## config.mk

```make
export PLATFORM = sky130hd
export DESIGN_NAME = dba_ram
export DESIGN_NICKNAME = d
export VERILOG_FILES = /design/src/design/dba_pkg.sv /design/src/design/dba_ram.sv
export SDC_FILE = /design/constraint.sdc
export NUM_CORES = 1
export LEC_CHECK = 0
export BUFFER_PORTS_ARGS = -buffer_cell sky130_fd_sc_hd__buf_2
export CORE_MARGIN = 2
export CORE_UTILIZATION = 57
export DETAILED_ROUTE_END_ITERATION = 6
export HOLD_SLACK_MARGIN = 0.08
export PLACE_DENSITY = 0.73
export SLEW_MARGIN = 20
export SYNTH_ARGS = -nofsm -noshare
export SYNTH_HDL_FRONTEND = slang
export SYNTH_SLANG_ARGS = --single-unit
```

## constraint.sdc

```tcl
create_clock -name i_clk -period 7 [get_ports i_clk]
set_input_delay 1.75 -clock i_clk [delete_from_list [all_inputs] [get_ports i_clk]]
set_output_delay 1.75 -clock i_clk [all_outputs]
set_load 0.01 [all_outputs]
```

## src/design/dba_pkg.sv

```systemverilog
// ---------------------------------------------------------------------------
// dba_pkg: shared types and constants of the disk block allocator
// Command and status codes, beat structs, sequencer states, defaults.
// ---------------------------------------------------------------------------
package dba_pkg;

    localparam int NUM_BLOCKS_DEF      = 256;
    localparam int MAX_FILES_DEF       = 64;
    localparam int MAX_FILE_BLOCKS_DEF = 64;

    localparam int CMD_W  = 3;
    localparam int KEY_W  = 16;
    localparam int SIZE_W = 24;
    localparam int BU_W   = 9;
    localparam int BPB_W  = 16;
    localparam int STAT_W = 3;
    localparam int BNUM_W = 8;
    localparam int ORD_W  = 6;

    localparam logic [CMD_W-1:0] CMD_CREATE_CONT = 3'd0;
    localparam logic [CMD_W-1:0] CMD_CREATE_SCAT = 3'd1;
    localparam logic [CMD_W-1:0] CMD_DELETE      = 3'd2;
    localparam logic [CMD_W-1:0] CMD_COMPACT     = 3'd3;
    localparam logic [CMD_W-1:0] CMD_CLEAR       = 3'd4;

    localparam logic [STAT_W-1:0] ST_OK         = 3'd0;
    localparam logic [STAT_W-1:0] ST_NO_SPACE   = 3'd1;
    localparam logic [STAT_W-1:0] ST_NO_RUN     = 3'd2;
    localparam logic [STAT_W-1:0] ST_NOT_FOUND  = 3'd3;
    localparam logic [STAT_W-1:0] ST_TABLE_FULL = 3'd4;
    localparam logic [STAT_W-1:0] ST_TOO_LARGE  = 3'd5;

    localparam logic CFG_BLOCKS_IN_USE   = 1'b0;
    localparam logic CFG_BYTES_PER_BLOCK = 1'b1;

    typedef struct packed {
        logic [CMD_W-1:0]  cmd;
        logic [KEY_W-1:0]  file_key;
        logic [SIZE_W-1:0] size_bytes;
    } t_in_item;

    typedef struct packed {
        logic [STAT_W-1:0] status;
        logic              has_block;
        logic [BNUM_W-1:0] block_number;
        logic [ORD_W-1:0]  block_ordinal;
        logic              last;
    } t_out_item;

    typedef enum logic [4:0] {
        S_IDLE,
        S_DIV,
        S_CHECK,
        S_COUNT,
        S_CMP,
        S_RP_START,
        S_RP_ORD,
        S_RP_SLOT,
        S_RP_CNT,
        S_RP_FILL,
        S_SLOT,
        S_RUN,
        S_EMIT_C,
        S_SCAT,
        S_RECORD,
        S_DL_ORD,
        S_DL_SLOT,
        S_DL_KEY,
        S_DL_FREE,
        S_SH_RD,
        S_SH_WR,
        S_DL_END,
        S_SINGLE
    } t_state;

endpackage

```

## src/design/dba_ram.sv

```systemverilog
// ---------------------------------------------------------------------------
// dba_ram: simple dual-port memory
// One write port, one read port with registered read data.
// ---------------------------------------------------------------------------
module dba_ram import dba_pkg::*; #(
    parameter int DEPTH = MAX_FILES_DEF,
    parameter int WIDTH = 8
) (
    input  logic                     i_clk,
    input  logic                     i_we,
    input  logic [$clog2(DEPTH)-1:0] i_waddr,
    input  logic [WIDTH-1:0]         i_wdata,
    input  logic [$clog2(DEPTH)-1:0] i_raddr,
    output logic [WIDTH-1:0]         o_rdata
);

    logic [WIDTH-1:0] r_mem [DEPTH];
    logic [WIDTH-1:0] r_q;

    always_ff @(posedge i_clk) begin
        if (i_we) begin
            r_mem[i_waddr] <= i_wdata;
        end
        r_q <= r_mem[i_raddr];
    end

    assign o_rdata = r_q;

endmodule

```

After elaboration in Yosys (flattened, before gate mapping)
Memories as Yosys holds them, arrays and structs flattened. A register that Yosys moved wholly into a read port is not among the register bits.
Cells that the tools add are included.
- bits in registers: 0
- bits in writable memories: 512
- output and inout bits: 8
- logic and storage cells: 3
- memories kept: 1
- multiplexer cells: 2
- memories (memory ; words ; bits a word ; rd ports ; clocked after memory_dff ; wr ports ; line ; RTL):
    r_mem ; 64 ; 8 ; 1 ; 1 ; 1 ; dba_ram.sv:17 ; logic [WIDTH-1:0] r_mem [DEPTH];
- operators with widths (cell ; number):
    2-to-1 mux 1 bit ; 2

Longest topological paths before layout
- depth after elaboration: 2
- depth in mapped cells: 9
- depth with buffers taken out: 5

Least setup slack after synthesis
OpenSTA, ideal clock, no wires.
- kind: input to register
- start: in i_raddr[1]
- end: reg r_q[3], in the netlist o_rdata[3], read port of r_mem
- library setup time: 0.128 ns
- data arrival time: 3.290 ns
- data required time: 6.872 ns
- slack: 3.582 ns
- stages on the path: 7
- path buffers: 3
- cell sequence: buf_4 buf_2 buf_2 mux4_2 mux4_2 o21ai_1 o41ai_1
- RTL lines (item ; line ; RTL):
    start: declaration ; dba_ram.sv:13 ; input logic [$clog2(DEPTH)-1:0] i_raddr,
    end: declaration ; dba_ram.sv:18 ; logic [WIDTH-1:0] r_q;

==> results_dict.tcl <==
set metrics [dict create \
    worstSetupPathType "in2reg" \
    maxSlewViolCount 0 \
    cts_hold_buf 0 \
    final_common_cell "edfxtp_1" \
    fill_cells 2272 \
    cp-start-kind "primary input" \
    rsz0062_at_grt "no" \
    ys_async_sr_fraction_pct 0 \
    routed_wl_mm 41.8 \
    ys.warnings.count 0 \
    core-area_um2 34700 \
    clock_skew_ns 0.0147 \
    clock-root-buffer "clkbuf_16" \
    min_from "r_mem[34][0]$_DFFE_PP_" \
    portBuffers 29 \
    dp_slack_ns 2.45 \
    wire_per_inst_um 28.3 \
    crit_chain "buf_4 > buf_4 > mux4_2 > mux2_2 > o221a_2 > nor3_1 > o32ai_1" \
    finalSetupViolations 0 \
    clock_latency_ns 0.56 \
    die_area_um2 36900 \
    cts_made_buffers 50 \
    grt_pass1_wl_mm 62.3 \
    yosysSeqAreaShare_pct 77.0 \
    ys_ff_latch 520 \
    ctsResizeCount 0 \
    ant_nets 0 \
    start_util_pct 58.1 \
    fmax_ghz 0.254 \
    grt_usage_pct 23.7 \
    final_cell_mix "edfxtp_1, mux4_2, nor2_1, clkbuf_16, mux2i_1" \
    top_layer "met5" \
    cap_viol_max_count 0 \
    antenna_found_initial 5 \
    syn2layout_area_growth_pct 10.4 \
    cts_setup_buffers 0 \
    slowest_delay_ns 0.59 \
    timing.hold.ws_ns 0.818 \
    ys_top_cells_by_area "edfxtp_1, mux4_2, nor2_1" \
    crit_arrival_ns 4.37 \
    grt_start_max_net_pins 71 \
    dp_hpwl_mm 24.2 \
    reg2reg_to "o_rdata[5]$_DFF_P_" \
    syn-num-nets 962 \
    wl_met1_mm 17.1 \
    worstHoldPathCells 4 \
    cts_tree "done" \
    vias_per_cell 6.43 \
    leakage_nw 6.90 \
    place_congestion 0.806 \
    path_common_cell "buf_4" \
    whs_endpoint "o_rdata[0]$_DFF_P_" \
    wl_met2_mm 19.9 \
    cp_slowest_cell "buf_4" \
    drc_errors 0 \
    crit_family "buffers and inverters" \
    cp.required_ns 7.43 \
    grt_pass1_vias 9687 \
    drive_above_1_share_pct 24.3 \
    ys_types 40 \
    clk_pin_slew_ns 0.06 \
    crit_buf_inv 2 \
    hold_viol_final 0 \
    post-route-min-period_ns 3.94 \
    via_count 9495 \
    worstMarginPinSlew_ns 1.03 \
    setup_tns_ns 0 \
    met3_length_mm 3.50 \
    reg2reg_setup_slack_ns 4.83 \
    drtIter0Drc 1007 \
    first_pass_iters 5 \
    syn_area_um2 20200 \
    peakVddDrop_v 0.000185 \
    die_w_um 192 \
    netlist.area_leader.share_pct 76.2 \
    avgSynthCellArea_um2 21.5 \
    row_count 68 \
    relSlewSlack_pct 29.7 \
    cts_buffer_depth 3 \
    h-tree-depth 2 \
    cp_max_fo 41 \
    synthFlopType "edfxtp_1" \
    clkSinkCount 520 \
    finalWorstSetupSlack_ns 3.06 \
    p_per_area_nw_per_um2 284 \
    power_mw 6.32 \
    syn_inst 940 \
    grt_overflow_total 0 \
    synth_top_cell_by_area "edfxtp_1" \
    min_path_type "reg2reg" \
    endpoint_kind "register" \
    reg2regPathDepth 4 \
    finalCritPeriodShare_pct 56.2 \
    nets 1002 \
    io_pins 30 \
    rr_startpoint "r_mem[3][5]$_DFFE_PP_" \
    die_h_um 192 \
    synth_edf_count 512 \
    status "completed" \
    final_core_util_pct 64.1 \
]
through the flow:
stage | area [µm²] | cells
2_1_floorplan | 20200 | 940
3_3_place_gp | 20700 | 1383
3_5_place_dp | 20700 | 1383
4_1_cts | 22200 | 1474
5_1_grt | 22300 | 1474
6_report | 22300 | 1476
state kept, by name (all words and copies together), names as in the netlist:
| name | cells |
|---|---|
| o_rdata | 8 |
| r_mem | 512 |
power breakdown:
part           leakage [nW]  internal, mW  switching, mW  total [mW]
clock network         0.768          1.48           1.08        2.56
logic                  1.46         0.115          0.189       0.303
registers              4.67          3.45         0.0107        3.46
synth_stat cells, drive strengths merged (4+ instances only):
cell and instances:
a211oi 4, a221oi 6, buf 34, clkbuf 17, dfxtp 8, edfxtp 512, mux2 13, mux2i 23
mux4 126, nand2 19, nand2b 7, nand3 13, nor2 83, nor2b 14, nor3 7, o21ai 4
o221ai 8, o22ai 8
final cells by class:
class                   instances  area, µm²  area share [%]
diodes                          2       5.00          0.0225
clock buffers                  72       1430            6.41
well taps                     455        569            2.56
multi-input cells             369       4320            19.4
flip-flops and latches        520      15500            69.8
repair buffers                 39        274            1.23
clock inverters                19        139           0.624
worst max-delay path by stage:
stage,from,endpoint,slack (ns),depth (start not counted)
detailed placement,i_raddr[0],o_rdata[1]$_DFF_P_,2.45,7
finish,i_raddr[2],o_rdata[6]$_DFF_P_,3.06,7
global route,i_raddr[0],o_rdata[1]$_DFF_P_,2.92,7
CTS,i_raddr[0],o_rdata[1]$_DFF_P_,3.03,7
floorplan,i_raddr[1],o_rdata[3]$_DFF_P_,3.58,7
global placement,i_raddr[0],o_rdata[1]$_DFF_P_,2.47,7
kinds of logic (layout without fill, tap and decap cells):
| logic type | after synthesis | count (layout) | share of synthesized area [%] |
|---|---|---|---|
| compound gates | 54 | 54 | 2.07 |
| buf+inv | 51 | 130 | 1.57 |
| other cells | 0 | 2 | 0 |
| flops | 520 | 520 | 77.0 |
| mux | 162 | 162 | 15.9 |
| simple gates | 153 | 153 | 3.39 |
routing by layer:
metal	track usage (%)	vias up
met1	34.0	4988
met4	7.84	4
met5	0	-
met3	6.01	84
li1	-	4003
met2	36.4	416
worst min-delay path: stages, from the launching register on:
cell and delay [ns]:
edfxtp_1 0.32, mux2i_1 0.06, a22oi_1 0.15, a221oi_1 0.12
o2bb2ai_1 0.14
Note: power is estimated with default switching activity, not from simulation.
