### src/design/dba_pkg.sv
// ---------------------------------------------------------------------------
// dba_pkg: shared types and constants of the disk block allocator
// Command and status codes, beat structs, sequencer states, defaults.
// ---------------------------------------------------------------------------
package dba_pkg;

    localparam int NUM_BLOCKS_DEF      = 256;
    localparam int MAX_FILES_DEF       = 64;
    localparam int MAX_FILE_BLOCKS_DEF = 64;

    localparam int CMD_W  = 3;
    localparam int KEY_W  = 16;
    localparam int SIZE_W = 24;
    localparam int BU_W   = 9;
    localparam int BPB_W  = 16;
    localparam int STAT_W = 3;
    localparam int BNUM_W = 8;
    localparam int ORD_W  = 6;

    localparam logic [CMD_W-1:0] CMD_CREATE_CONT = 3'd0;
    localparam logic [CMD_W-1:0] CMD_CREATE_SCAT = 3'd1;
    localparam logic [CMD_W-1:0] CMD_DELETE      = 3'd2;
    localparam logic [CMD_W-1:0] CMD_COMPACT     = 3'd3;
    localparam logic [CMD_W-1:0] CMD_CLEAR       = 3'd4;

    localparam logic [STAT_W-1:0] ST_OK         = 3'd0;
    localparam logic [STAT_W-1:0] ST_NO_SPACE   = 3'd1;
    localparam logic [STAT_W-1:0] ST_NO_RUN     = 3'd2;
    localparam logic [STAT_W-1:0] ST_NOT_FOUND  = 3'd3;
    localparam logic [STAT_W-1:0] ST_TABLE_FULL = 3'd4;
    localparam logic [STAT_W-1:0] ST_TOO_LARGE  = 3'd5;

    localparam logic CFG_BLOCKS_IN_USE   = 1'b0;
    localparam logic CFG_BYTES_PER_BLOCK = 1'b1;

    typedef struct packed {
        logic [CMD_W-1:0]  cmd;
        logic [KEY_W-1:0]  file_key;
        logic [SIZE_W-1:0] size_bytes;
    } t_in_item;

    typedef struct packed {
        logic [STAT_W-1:0] status;
        logic              has_block;
        logic [BNUM_W-1:0] block_number;
        logic [ORD_W-1:0]  block_ordinal;
        logic              last;
    } t_out_item;

    typedef enum logic [4:0] {
        S_IDLE,
        S_DIV,
        S_CHECK,
        S_COUNT,
        S_CMP,
        S_RP_START,
        S_RP_ORD,
        S_RP_SLOT,
        S_RP_CNT,
        S_RP_FILL,
        S_SLOT,
        S_RUN,
        S_EMIT_C,
        S_SCAT,
        S_RECORD,
        S_DL_ORD,
        S_DL_SLOT,
        S_DL_KEY,
        S_DL_FREE,
        S_SH_RD,
        S_SH_WR,
        S_DL_END,
        S_SINGLE
    } t_state;

endpackage

### src/design/dba_div.sv
// ---------------------------------------------------------------------------
// dba_div: iterative unsigned divider
// Restoring division, one quotient bit per cycle; done pulses once.
// ---------------------------------------------------------------------------
module dba_div import dba_pkg::*; (
    input  logic              i_clk,
    input  logic              i_rst_n,
    input  logic              i_start,
    input  logic [SIZE_W-1:0] i_dividend,
    input  logic [BPB_W-1:0]  i_divisor,
    output logic              o_done,
    output logic [SIZE_W-1:0] o_quotient,
    output logic [BPB_W-1:0]  o_remainder
);

    localparam int CNT_W = $clog2(SIZE_W + 1);

    logic              r_busy;
    logic              r_done;
    logic [CNT_W-1:0]  r_cnt;
    logic [SIZE_W-1:0] r_quo;
    logic [BPB_W:0]    r_rem;
    logic [BPB_W-1:0]  r_div;
    logic [BPB_W:0]    shifted;
    logic [SIZE_W-1:0] n_quo;
    logic [BPB_W:0]    n_rem;

    always_comb begin
        shifted = {r_rem[BPB_W-1:0], r_quo[SIZE_W-1]};
        if (shifted >= {1'b0, r_div}) begin
            n_rem = shifted - {1'b0, r_div};
            n_quo = {r_quo[SIZE_W-2:0], 1'b1};
        end else begin
            n_rem = shifted;
            n_quo = {r_quo[SIZE_W-2:0], 1'b0};
        end
    end

    always_ff @(posedge i_clk) begin
        if (!i_rst_n) begin
            r_busy <= 1'b0;
            r_done <= 1'b0;
            r_cnt  <= '0;
        end else begin
            r_done <= 1'b0;
            if (i_start) begin
                r_busy <= 1'b1;
                r_cnt  <= '0;
                r_quo  <= i_dividend;
                r_rem  <= '0;
                r_div  <= i_divisor;
            end else if (r_busy) begin
                r_quo <= n_quo;
                r_rem <= n_rem;
                r_cnt <= r_cnt + CNT_W'(1);
                if (r_cnt == CNT_W'(SIZE_W - 1)) begin
                    r_busy <= 1'b0;
                    r_done <= 1'b1;
                end
            end
        end
    end

    assign o_done      = r_done;
    assign o_quotient  = r_quo;
    assign o_remainder = r_rem[BPB_W-1:0];

endmodule

### config.mk
export PLATFORM = sky130hd
export DESIGN_NAME = dba_div
export DESIGN_NICKNAME = d
export VERILOG_FILES = /design/src/design/dba_pkg.sv /design/src/design/dba_div.sv
export SDC_FILE = /design/constraint.sdc
export NUM_CORES = 1
export LEC_CHECK = 0
export BUFFER_PORTS_ARGS = -buffer_cell sky130_fd_sc_hd__buf_2
export CAP_MARGIN = 30
export CORE_MARGIN = 2
export CORE_UTILIZATION = 54
export CTS_CLUSTER_SIZE = 14
export DETAILED_ROUTE_END_ITERATION = 8
export PLACE_DENSITY = 0.8
export RECOVER_POWER = 100
export SLEW_MARGIN = 10
export SYNTH_ARGS = -nofsm -noshare
export SYNTH_HDL_FRONTEND = slang
export SYNTH_SLANG_ARGS = --single-unit
### constraint.sdc
create_clock -name i_clk -period 3.1 [get_ports i_clk]
set_input_delay 0.31 -clock i_clk [delete_from_list [all_inputs] [get_ports i_clk]]
set_output_delay 0.31 -clock i_clk [all_outputs]
set_load 0.01 [all_outputs]
; Word-level counts from Yosys, hierarchy flattened
; Index checks and enable logic that the tools add are counted.
; W data, S select, Z words.
[op_classes]
addsub = 2
magnitude_cmp = 1
n_eq_ne = 1
muxes = 9
bitwise = 2
n_reduce_logical = 5
[ops]
columns = operator, n
row1 = $mux W24, 2
row2 = $mux W16, 2
row3 = $ge A17 B16 Y1, 1
row4 = $sub A16 B16 Y16, 1
row5 = $add A5 B1 Y5 const B, 1
row6 = $eq A5 B5 Y1 const B, 1
row7 = $mux W1, 5
row8 = $reduce_and A2 Y1, 2
row9 = $reduce_or A3 Y1, 1
row10 = $not A1 Y1, 2
row11 = $reduce_bool A2 Y1, 1
row12 = $reduce_or A2 Y1, 1
[word_totals]
regBits = 63
input_bits = 43
output_inout_bits = 41

; Logic depth before layout (Yosys ltp)
[logic_depth]
ltp_word = 4
mapped_depth = 10

; Worst setup path before layout
; No wires, ideal clock.
[synth_path]
kind = register -> register
startpoint = register r_quo[23] (netlist: o_quotient[23])
endpoint = register r_rem[14], data pin
setup_time_ps = 263
arrival_ps = 2269
t_required_ps = 2837
setup_slack_ps = 567
path_stages_with_launch = 11
synth_period_minus_slack_ps = 2533
cell_sequence = edfxtp_1 -> inv_1 -> ha_1 -> inv_1 -> fa_1 -> a21o_1 -> a221oi_2 -> o221ai_1 -> a41oi_1 -> xor2_1 -> o21ai_1
[synth_via]
elab_chain_cells = 3
elab_cells_between_ends = 4
cone_classes = 1 x add/sub / 1 x order compare / 2 x mux
[synth_lines]
columns = element, line
row1 = from (decl), dba_div.sv:21  ; logic [SIZE_W-1:0] r_quo;
row2 = from (signal assigned), dba_div.sv:49  ; r_quo <= i_dividend;
row3 = from (signal assigned), dba_div.sv:53  ; r_quo <= n_quo;
row4 = $sub A16 B16 Y16 / $ge A17 B16 Y1 (equally long branches), "dba_div.sv:31, dba_div.sv:30"
row5 = $mux W16 *, dba_div.sv:30  ; if (shifted >= {1'b0, r_div}) begin
row6 = $mux W16 *, dba_div.sv:52  ; end else if (r_busy) begin
row7 = to (signal assigned), dba_div.sv:54  ; r_rem <= n_rem;
row8 = to (decl), dba_div.sv:22  ; logic [BPB_W:0] r_rem;
; Mark *: on every way between the ends. The rest lies on a longest branch, timed or not. The select of a mux whose other input is x is not followed.
; A chain may end at the register's enable or synchronous reset.

; Final worst setup path
[layout_path]
startpoint = register r_rem[6]
endpoint = register r_rem[3], data pin
[layout_via]
elab_chain_cells = 3
[layout_lines]
columns = element, line
row1 = $ge A17 B16 Y1, dba_div.sv:30
row2 = $mux W16, dba_div.sv:30
row3 = $mux W16, dba_div.sv:52
; Every way passes these cells. The select of a mux whose other input is x is not followed.

==> reports/metrics.cfg <==
[outcome]
status = finished, violations left
violations = capacitance limit, slew limit

[global_route]
antenna_found_initial = 0
grtUsageMet3_pct = 6.883
grt-ovfl-total = 0
busiest_layer = met2
grt_use_met2_pct = 32.03
grt_max_degree = 41
grt_pass1_wl_um = 11450
use_met1_pct = 26.79
grt_use_total_pct = 20.52
grt_pass1_vias = 2452

[timing]
finalCriticalPeriod_ns = 2.846
rsz0062_at_grt = false
finalSetupTns_ns = 0
hold_viol = 0
finalSetupViolCount = 0
max_freq_ghz = 0.3514
post-route-period-util_pct = 91.80
drv_slew = 31
worst_pin_slew_ns = 1.530
slew_headroom_pct = -1.985
hold_ws_ns = 0.1399
fin_worst_skew_ns = 0.01003

[synthesis]
yosysWarnings = 0
ys_seq_area_share_pct = 52.43
synth_area_sq_um = 3475
synth_edf_count = 56
syn_area_per_cell_sq_um = 11.98
synth_seq_cells = 63
synthCells = 290
synth_ff_type = edfxtp_1
syn_nets = 351
ys_types = 57
async_flop_share_pct = 0

[place]
placed_area_sq_um = 3970
port_buffers = 83
dp_hpwl_um = 5037
gp_congestion = 0.9220

[die]
num_io_pins = 84
die_x_um = 84.22
num_rows = 29
core-area_sq_um = 6277
die_y_um = 84.22
start_util_pct = 55.35
dieArea_sq_um = 7092

[clock_tree]
cts_made_buffers = 9
cts_resized = 0
h-tree-depth = 3
clk_pin_slew_ns = 0.08
cts.hold.buffers_added = 0
root_buffer = clkbuf_8
clockBufferDepth = 2
cts_sinks = 63
postCtsSetupRepairBufs = 0
worstSkewPairLatency_ns = 0.34
cts_tree = done

[layout]
utilization_pct = 65.50
syn2layout_area_growth_pct = 18.33
multi_input_area_sq_um = 1499
drive_above_1_share_pct = 22.92
diodes = 0
layout_commonest_cell = edfxtp_1
final_cell_mix = 56 x edfxtp_1, 43 x clkbuf_1, 41 x buf_2
final_area_sq_um = 4111
nets = 440
regArea_sq_um = 1822
fill_cells = 539

[worst_setup_path]
crit_slowest_cell = o41ai_1
required_ns = 3.19
critPathMaxFanout = 10
crit_chain = ha_1, and4_1, nand3_1, o41ai_1, nand2b_1, o21ai_1, buf_4, a31o_1
reg2reg_setup_slack_ns = 0.25
max_stage_delay_ns = 0.62
worstSetupPathType = flip-flop to flip-flop
cp-end-kind = flip-flop
setup.worst_path.start_class = flip-flop
crit_arrival_ns = 2.94

[pwr]
pwr-share-clk_pct = 33.1
p_int_mw = 1.733
power_density_nw_per_um2 = 590.0
pwr-share-seq_pct = 43.4
peakVddDrop_v = 0.0003696
combPwrFrac_pct = 23.4
swShare_pct = 28.55
power.switching_mw = 0.6925
power.total_mw = 2.426
p_leak_nw = 1.700

[drt]
dr.pass1.iters = 4
totalWireLength_um = 7223
first_iter_violations = 168
drc = 0
postRouteAntennaNets = 0
via_count = 2600
avgViaCountPerCell = 5.640
wire_per_inst_um = 15.67

[hold_path]
hold_class = input port to flip-flop

[job]
cap_violations = 1

-- kinds of logic (layout without fill, tap and decap cells) --
group,after synthesis,count (layout),synth area share (%)
and+or+nand+nor,72,72,10.12
DFF,63,63,52.43
AOI/OAI and AO/OA,61,61,13.76
muxes,34,34,10.62
buffers and inverters,31,125,3.601
adders and majority gates,18,18,6.698
xor gates and xnor gates,11,11,2.773
-- power groups by stage --
stage | combinational (mW) | sequential [mW] | clock [mW]
after global routing | 0.628 | 1.06 | 0.859
final | 0.568 | 1.05 | 0.804
after CTS | 0.590 | 1.05 | 0.824
after floorplan | 0.406 | 1.09 | 0
after global placement | 0.573 | 1.07 | 0
after detailed placement | 0.581 | 1.07 | 0
-- registers in the layout, summed over array words and instances, names as in the netlist --
| register | cells |
|---|---|
| r_rem | 16 |
| r_busy | 1 |
| o_done | 1 |
| o_quotient | 24 |
| r_div | 16 |
| r_cnt | 5 |
-- routing by layer --
layer / vias up / share of wire [%]
li1: 1274 / -
met1: 1221 / 42
met2: 95 / 49
met3: 10 / 7.0
met4: 0 / 1.4
met5: - / 0
-- layout make-up --
| type | count | share of cell area (%) |
|---|---|---|
| tap | 77 | 2.343 |
| clock buffer | 10 | 3.348 |
| multi-input combinational | 196 | 36.46 |
| clock inverter | 6 | 2.222 |
| timing repair buffer | 86 | 9.221 |
| inverter | 23 | 2.100 |
| sequential | 63 | 44.31 |
-- per-stage QoR --
stage / worst slack [ns] / std cells
global placement: 0.5139 / 445
finish: 0.2542 / 461
global route: 0.1305 / 461
CTS: 0.4173 / 461
detailed placement: 0.4318 / 445
floorplan: 0.5673 / 290
-- Yosys cell counts (all sizes together) (3+ instances only) --
cell / n / area (sq um)
o211ai: 3 / 22.52
dfxtp: 7 / 140.1
nand3: 5 / 30.03
ha: 17 / 212.7
a41oi: 3 / 26.28
or3: 3 / 18.77
and3: 4 / 25.02
inv: 23 / 86.33
nand2: 31 / 116.4
xor2: 6 / 52.55
nand2b: 4 / 25.02
o31ai: 3 / 27.52
xnor2: 5 / 43.79
a21oi: 11 / 58.81
o21ai: 10 / 50.05
and2: 3 / 18.77
edfxtp: 56 / 1682
clkbuf: 6 / 22.52
mux2i: 11 / 110.1
mux2: 23 / 259.0
nor2: 11 / 41.29
a31oi: 4 / 31.28
a21o: 7 / 52.55
-- worst max-delay path, delay by kind of cell, from the launching register on --
kind | cells | cell delay, ns
simple gates | 3 | 0.62
flops | 1 | 0.44
compound gates | 3 | 0.93
fa+ha+maj | 1 | 0.40
buf+inv | 1 | 0.20
-- path summary, 6_finish.rpt --
path	start	endpoint	cells past startpoint
worst max-delay path	r_rem[6]	r_rem[3]	8
worst min-delay path	i_divisor[0]	r_div[0]	1
worst max register to register	r_rem[6]	r_rem[3]	8
worst min register to register	r_cnt[4]	r_cnt[4]	2
No activity file was read; power rests on OpenSTA's default activity.
